`src/rtl/secded_pkg.sv`:
```
// types and constants of the secded (72,64) packet decoder
// no dependencies
package secded_pkg;

  localparam int CODE_W  = 72;
  localparam int POS_MAX = 71;
  localparam int SYN_W   = 7;
  localparam int DATA_W  = 64;
  localparam int CNT_W   = 7;
  localparam int CNT_MAX = 127;

  typedef enum logic [1:0] {
    ST_CLEAN  = 2'd0,
    ST_CORR   = 2'd1,
    ST_UNCORR = 2'd2
  } status_t;

  // per-word decode result handed to the packet tracker
  typedef struct packed {
    logic [DATA_W-1:0] data;
    status_t           status;
  } dec_t;

endpackage

```
`src/rtl/secded_decode.sv`:
```
// syndrome, single-bit correction and data extraction for one codeword
// depends on secded_pkg
module secded_decode (
  input  logic [secded_pkg::CODE_W-1:0] code,
  output secded_pkg::dec_t              dec
);

  logic [secded_pkg::SYN_W-1:0]  syn;
  logic                          par;
  logic                          fixable;
  logic [secded_pkg::POS_MAX-1:0] flip;
  logic [secded_pkg::POS_MAX-1:0] fixed;
  logic [secded_pkg::DATA_W-1:0] data;
  secded_pkg::status_t           status;

  // syndrome is the xor of the positions of all set bits in positions 1..71, not the parity bit
  always_comb begin
    syn = '0;
    for (int p = 1; p <= secded_pkg::POS_MAX; p++) begin
      if (code[p-1]) begin
        syn = syn ^ secded_pkg::SYN_W'(p);
      end
    end
  end

  assign par = ^code;

  always_comb begin
    fixable = 1'b0;
    if (syn != '0) begin
      if (!par || syn > secded_pkg::SYN_W'(secded_pkg::POS_MAX)) begin
        status = secded_pkg::ST_UNCORR;
      end else begin
        status  = secded_pkg::ST_CORR;
        fixable = 1'b1;
      end
    end else begin
      status = par ? secded_pkg::ST_CORR : secded_pkg::ST_CLEAN;
    end
  end

  assign flip  = fixable ? (secded_pkg::POS_MAX'(1) << (syn - secded_pkg::SYN_W'(1)))
                         : '0;
  assign fixed = code[secded_pkg::POS_MAX-1:0] ^ flip;

  // data sits at every position that is not a power of two
  always_comb begin
    int k;
    k    = 0;
    data = '0;
    for (int p = 1; p <= secded_pkg::POS_MAX; p++) begin
      if ((p & (p - 1)) != 0) begin
        data[6'(k)] = fixed[p-1];
        k = k + 1;
      end
    end
  end

  assign dec.data   = data;
  assign dec.status = status;

endmodule

```
`src/rtl/secded_track.sv`:
```
// per-packet corrected count and failed flag, plus the result register
// depends on secded_pkg
module secded_track #(
  parameter int MAX_WORDS = 64
) (
  input  logic                                 clk,
  input  logic                                 rst_n,
  input  logic                                 load,
  input  secded_pkg::dec_t                     dec,
  input  logic                                 last,
  output logic [secded_pkg::DATA_W-1:0]        data_word,
  output logic [1:0]                           word_status,
  output logic                                 packet_last,
  output logic                                 packet_failed,
  output logic [secded_pkg::CNT_W-1:0]         corrected_total
);

  localparam int CAP = (MAX_WORDS < secded_pkg::CNT_MAX) ? MAX_WORDS : secded_pkg::CNT_MAX;

  logic [secded_pkg::CNT_W-1:0]  cnt_r, cnt_nxt, cnt_upd;
  logic                          failed_r, failed_nxt, failed_upd;
  logic [secded_pkg::DATA_W-1:0] data_r;
  logic [1:0]                    status_r;
  logic                          last_r, pfail_r;
  logic [secded_pkg::CNT_W-1:0]  total_r;

  always_comb begin
    cnt_upd    = cnt_r;
    failed_upd = failed_r;
    if (!failed_r) begin
      if (dec.status == secded_pkg::ST_UNCORR) begin
        failed_upd = 1'b1;
      end else if (dec.status == secded_pkg::ST_CORR &&
                   cnt_r < secded_pkg::CNT_W'(CAP)) begin
        cnt_upd = cnt_r + secded_pkg::CNT_W'(1);
      end
    end
    // packet state clears after the last word
    cnt_nxt    = last ? '0 : cnt_upd;
    failed_nxt = last ? 1'b0 : failed_upd;
  end

  always_ff @(posedge clk) begin
    if (!rst_n) begin
      cnt_r    <= '0;
      failed_r <= 1'b0;
    end else if (load) begin
      cnt_r    <= cnt_nxt;
      failed_r <= failed_nxt;
    end
  end

  always_ff @(posedge clk) begin
    if (load) begin
      data_r   <= failed_upd ? '0 : dec.data;
      status_r <= dec.status;
      last_r   <= last;
      pfail_r  <= failed_upd;
      total_r  <= cnt_upd;
    end
  end

  assign data_word       = data_r;
  assign word_status     = status_r;
  assign packet_last     = last_r;
  assign packet_failed   = pfail_r;
  assign corrected_total = total_r;

endmodule

```
`src/rtl/secded_72_64_packet_decoder_unit.sv`:
```
// top level of the secded (72,64) packet decoder
// depends on secded_pkg, secded_decode, secded_track
//
// Decodes one 72-bit extended Hamming codeword per item: positions 1..64 on
// in_code_low, 65..71 on in_code_high[6:0], overall parity on in_code_high[7].
// Single errors (including an error in the overall parity bit alone) are
// corrected and reported as status 1; double errors or a syndrome above 71 are
// status 2 and mark the packet failed, after which data words read as zero
// until the packet's last word. The per-packet corrected count saturates at
// the smaller of MAX_WORDS and 127 and, with the failed flag, clears after the
// item flagged in_word_last. The accepted item sits in the input register,
// and the syndrome xor tree, correction and bookkeeping load the result
// register, which drives out_valid, once it is empty or being drained. One
// item is accepted every cycle as long as the result side takes results;
// in_ready drops only when both the input register and the result
// register hold items and out_ready is low.
module secded_72_64_packet_decoder_unit #(
  parameter int MAX_WORDS = 64
) (
  input  logic        clk,
  input  logic        rst_n,
  // codeword item channel
  input  logic        in_valid,
  output logic        in_ready,
  input  logic [63:0] in_code_low,
  input  logic [7:0]  in_code_high,
  input  logic        in_word_last,
  // result item channel
  output logic        out_valid,
  input  logic        out_ready,
  output logic [63:0] out_data_word,
  output logic [1:0]  out_word_status,
  output logic        out_packet_last,
  output logic        out_packet_failed,
  output logic [6:0]  out_corrected_total
);

  // input register stage
  logic                          in_valid_r;
  logic [secded_pkg::CODE_W-1:0] code_r;
  logic                          last_r;
  // result register stage
  logic                          out_valid_r;
  logic                          load_out;
  secded_pkg::dec_t              dec;

  // move an item forward when the result register is empty or being drained
  assign load_out = in_valid_r && (!out_valid_r || out_ready);
  assign in_ready = !in_valid_r || load_out;

  always_ff @(posedge clk) begin
    if (!rst_n) begin
      in_valid_r <= 1'b0;
    end else if (in_valid && in_ready) begin
      in_valid_r <= 1'b1;
    end else if (load_out) begin
      in_valid_r <= 1'b0;
    end
  end

  // payload needs no reset
  always_ff @(posedge clk) begin
    if (in_valid && in_ready) begin
      code_r <= {in_code_high, in_code_low};
      last_r <= in_word_last;
    end
  end

  always_ff @(posedge clk) begin
    if (!rst_n) begin
      out_valid_r <= 1'b0;
    end else if (load_out) begin
      out_valid_r <= 1'b1;
    end else if (out_ready) begin
      out_valid_r <= 1'b0;
    end
  end

  secded_decode u_decode (
    .code (code_r),
    .dec  (dec)
  );

  // packet bookkeeping is updated in item order as each word enters the result register
  secded_track #(
    .MAX_WORDS (MAX_WORDS)
  ) u_track (
    .clk             (clk),
    .rst_n           (rst_n),
    .load            (load_out),
    .dec             (dec),
    .last            (last_r),
    .data_word       (out_data_word),
    .word_status     (out_word_status),
    .packet_last     (out_packet_last),
    .packet_failed   (out_packet_failed),
    .corrected_total (out_corrected_total)
  );

  assign out_valid = out_valid_r;

endmodule

```
`config.mk`:
```
export PLATFORM = sky130hd
export DESIGN_NAME = secded_72_64_packet_decoder_unit
export DESIGN_NICKNAME = d
export VERILOG_FILES = /design/src/rtl/secded_pkg.sv /design/src/rtl/secded_decode.sv /design/src/rtl/secded_track.sv /design/src/rtl/secded_72_64_packet_decoder_unit.sv
export SDC_FILE = /design/constraint.sdc
export NUM_CORES = 1
export LEC_CHECK = 0
export BUFFER_PORTS_ARGS = -buffer_cell sky130_fd_sc_hd__buf_2
export CORE_ASPECT_RATIO = 1.2
export CORE_MARGIN = 2
export CORE_UTILIZATION = 49
export DETAILED_ROUTE_END_ITERATION = 7
export PLACE_DENSITY = 0.72
export SLEW_MARGIN = 30
export SYNTH_ARGS = -nofsm -noshare
export SYNTH_HDL_FRONTEND = slang
export SYNTH_SLANG_ARGS = --single-unit
```
`constraint.sdc`:
```
create_clock -name clk -period 3.48 [get_ports clk]
set_clock_uncertainty 0.2 [all_clocks]
set_input_delay 0.522 -clock clk [delete_from_list [all_inputs] [get_ports clk]]
set_output_delay 0.522 -clock clk [all_outputs]
set_load 0.01 [all_outputs]
```
==> parameters.txt <==
Parameter                              Value

Critical path
  Slack of the worst reg-to-reg path ... -0.28 ns
  Source of the worst register-to-register timing path ... code_r[30]
  Levels on crit path ... 12
  Crit path capture type ... flip-flop
  Largest delay contributor family on the critical path ... XOR/XNOR gates
  Cell with the largest stage delay on the worst path ... sky130_fd_sc_hd__xnor3_2
  Cell Chain, Critical Path ... xor2_2 > buf_4 > xnor3_2 > xnor2_2 > xnor3_1 > or3_4 > and2_4 > o221a_4 > buf_6 > o211ai_4 > o21ai_1 > a21oi_1
  Total buffers and inverters traversed by the critical path ... 2
  Last element of the critical path ... u_track.data_word[0]
  Required time at the endpoint of the critical path ... 3.53 ns
  Worst Path Class, Setup ... reg2reg
  Largest stage delay, worst path ... 0.44 ns
  Crit path arrival time ... 3.81 ns
  Crit path max fanout ... 5
  Setup crit start ... code_r[30]
  R2r worst-path depth ... 12
  CP startpoint kind ... flip-flop
  Endpoint of the worst register-to-register path ... u_track.data_word[0]

Logic synthesis
  Yosys reg bits ... 126
  Proportion of synthesized chip area in sequential cells ... 54.58%
  Number of different library cells in the post-synthesis netlist ... 54
  Synth Area per Inst ... 13.75 um^2
  EDFF count, synth ... 116
  Proportion of register bits with asynchronous set or reset after synthesis ... 0%
  Predominant post-synthesis flop cell ... sky130_fd_sc_hd__edfxtp_1
  Post-Syn Area ... 6749 um^2
  Synth Instances ... 491
  Warnings from Yosys ... 0

Drt
  Length of routed met3 wiring ... 667 um
  Total Routed Length ... 16070 um
  Remaining number of nets flagged by the antenna check after routing ... 0
  # DRC ... 0
  WL met2 ... 8738 um
  First-pass iteration count of the detailed router ... 4
  Iter 0 DRT Violations ... 213
  Wl on met1 ... 6284 um
  Post-detailed-route wirelength per cell ... 17.21 um
  Highest metal layer with signal wires ... met4
  Via density per instance ... 4.987
  Via count ... 4658

GRT
  Total global routing overflow ... 0
  Antenna violations before repair ... 0
  All-Layer GR Usage ... 21.28%
  Number of global-route vias before repair ... 4556
  Pin count of the biggest net entering global routing ... 74
  Wire length of the first global-routing pass ... 24010 um

STA
  Part of the cycle the worst path needs ... 108.1%
  Number of max-slew violations in the final report ... 0
  Final hold vios ... 0
  Min Tclk post-route ... 3.762 ns
  Setup repair after global routing missed its margin ... yes
  Setup slack of the critical path after layout ... -0.2818 ns
  Upper clock frequency limit ... 265.8 MHz
  Setup-violating endpoint count in the final report ... 45

Clock network
  Number of clock sinks ... 126
  H-Tree Level Count ... 4
  Buffer levels on the longest clock path ... 2
  Clock Root Buffer ... sky130_fd_sc_hd__clkbuf_16
  TritonCTS clock tree ... done
  Worst-skew pair later-pin latency ... 0.42 ns
  Clock edge transition at the registers on the reported setup and hold paths ... 0.06 ns
  Number of clock buffers inserted by TritonCTS ... 17

Pwr
  Power density relative to cell area ... 1177 nW/um^2
  P_leak ... 4.020 nW
  Total Power ... 0.01127 W
  Worst vdd ir ... 930.2 uV

Die
  Die outline width ... 111.1 um
  DIE AREA ... 14730 um^2
  Die Y-Extent ... 132.6 um
  Area of the core ... 13640 um^2
  Initial standard-cell utilization of the core ... 49.47%
  I/O pin count ... 154
  Row Count ... 47

Outcome
  Outcome ... complete, but fails checks
  Violations in the final reports ... negative setup slack

Placement
  Number of port buffers ... 121
  Routability congestion estimate from global placement ... 0.8973
  Placed Instances ... 861
  Worst slack at placement ... -0.2504 ns
  Dpl hpwl ... 11170 um

Layout
  Total area of sequential cells ... 3684 um^2
  Most common cell after layout, fill and taps aside ... sky130_fd_sc_hd__buf_2
  Ratio of cells with drive above 1 in the final layout ... 47.05%
  Area of combinational cells with multiple inputs ... 3292 um^2
  Commonest cells after routing, fill and taps aside ... 121 x sky130_fd_sc_hd__buf_2, 116 x sky130_fd_sc_hd__edfxtp_1, 116 x sky130_fd_sc_hd__buf_4
  Post-route core utilization ... 70.15%
  Area Overhead vs Synth ... 41.81%
  Number of diodes ... 0
  Finished Layout Cells ... 934
  Filler cell count in the final layout ... 965
  Final net count ... 828

Run
  MaxCap Viol Count ... 0

Hold path
  Path type of the worst min-delay path ... in2reg
  Worst hold path startpoint ... in_code_low[8]
==> worst min-delay path by stage <==
stage / end / cells past startpoint
2_1_floorplan: out_valid / 1
3_3_place_gp: out_valid / 1
3_5_place_dp: out_valid / 1
4_1_cts: code_r[8] / 1
5_1_grt: code_r[8] / 1
6_report: code_r[8] / 1
==> logic make-up (layout without fill, tap and decap cells) <==
logic type | Yosys count | after routing | synth area share, %
buf+inv | 49 | 286 | 4.746
other cells | 1 | 32 | 0.05556
xor+xnor | 146 | 146 | 25.57
mux | 2 | 2 | 0.3152
simple gates | 110 | 110 | 8.602
fa+ha+maj | 1 | 1 | 0.1854
compound gates | 56 | 60 | 5.951
flops | 126 | 126 | 54.58
==> cells in the mapped netlist (all sizes together), types with 4 or more instances <==
cell type / n / area share, %
a21boi: 4 / 0.44
a21oi: 15 / 1.1
buf: 36 / 4.0
clkbuf: 9 / 0.50
dfxtp: 10 / 3.0
edfxtp: 116 / 52
inv: 4 / 0.22
nand2: 12 / 0.67
nand2b: 4 / 0.37
nand3: 13 / 0.96
nand4: 4 / 0.37
nor2: 37 / 2.1
nor2b: 4 / 0.37
nor4: 8 / 0.74
o21ai: 14 / 1.0
o21ba: 5 / 0.74
o31a: 5 / 0.65
or3: 11 / 1.1
xnor2: 81 / 11
xnor3: 27 / 9.0
xor2: 34 / 4.5
xor3: 4 / 1.4
==> flip-flops by register name (all words and copies together) (netlist names) <==
| name | flops |
|---|---|
| code_r | 72 |
| in_valid_r | 1 |
| last_r | 1 |
| out_valid | 1 |
| u_track.cnt_r | 7 |
| u_track.corrected_total | 7 |
| u_track.data_word | 32 |
| u_track.failed_r | 1 |
| u_track.packet_failed | 1 |
| u_track.packet_last | 1 |
| u_track.word_status | 2 |
==> layout make-up <==
type | instances | share of cell area (%)
Clock buffer | 19 | 4.628
Clock inverter | 13 | 2.458
Inverter | 4 | 0.2092
Multi-Input combinational cell | 351 | 34.40
Sequential cell | 126 | 38.49
Tap cell | 171 | 2.236
Timing Repair Buffer | 250 | 17.58
==> layer usage <==
metal	up-vias	GRT usage [%]
li1	2244	-
met3	24	4.260
met4	0	7.750
met1	2222	25.13
met2	168	38.58
met5	-	0
==> repair_timing <==
| action | CTS | global route |
|---|---|---|
| setup endpoints to repair | 43 | 45 |
| pin swaps | 29 | 24 |
| hold buffers | 0 | 0 |
| resized for setup | 36 | 46 |
| cloned | 4 | 1 |
| buffers inserted | 15 | 22 |
==> where the power goes <==
part / leakage, nW / switching, W / total [W] / internal [W]
registers: 1.20 / 0.000103 / 0.00219 / 0.00208
clock network: 0.324 / 0.000664 / 0.00203 / 0.00137
logic: 2.50 / 0.00364 / 0.00705 / 0.00340
total: 4.02 / 0.00441 / 0.0113 / 0.00686
==> stage by stage <==
stage	hold WS (ns)	setup TNS [ns]	cell area (um^2)
2_1_floorplan	0.2855	-0.2806	6954
3_3_place_gp	0.3008	-2.190	8172
3_5_place_dp	0.3231	-5.432	8172
4_1_cts	0.05626	-2.996	9189
5_1_grt	0.05966	-11.20	9570
6_report	0.07183	-6.228	9570
(Power assumes the default switching activity.)
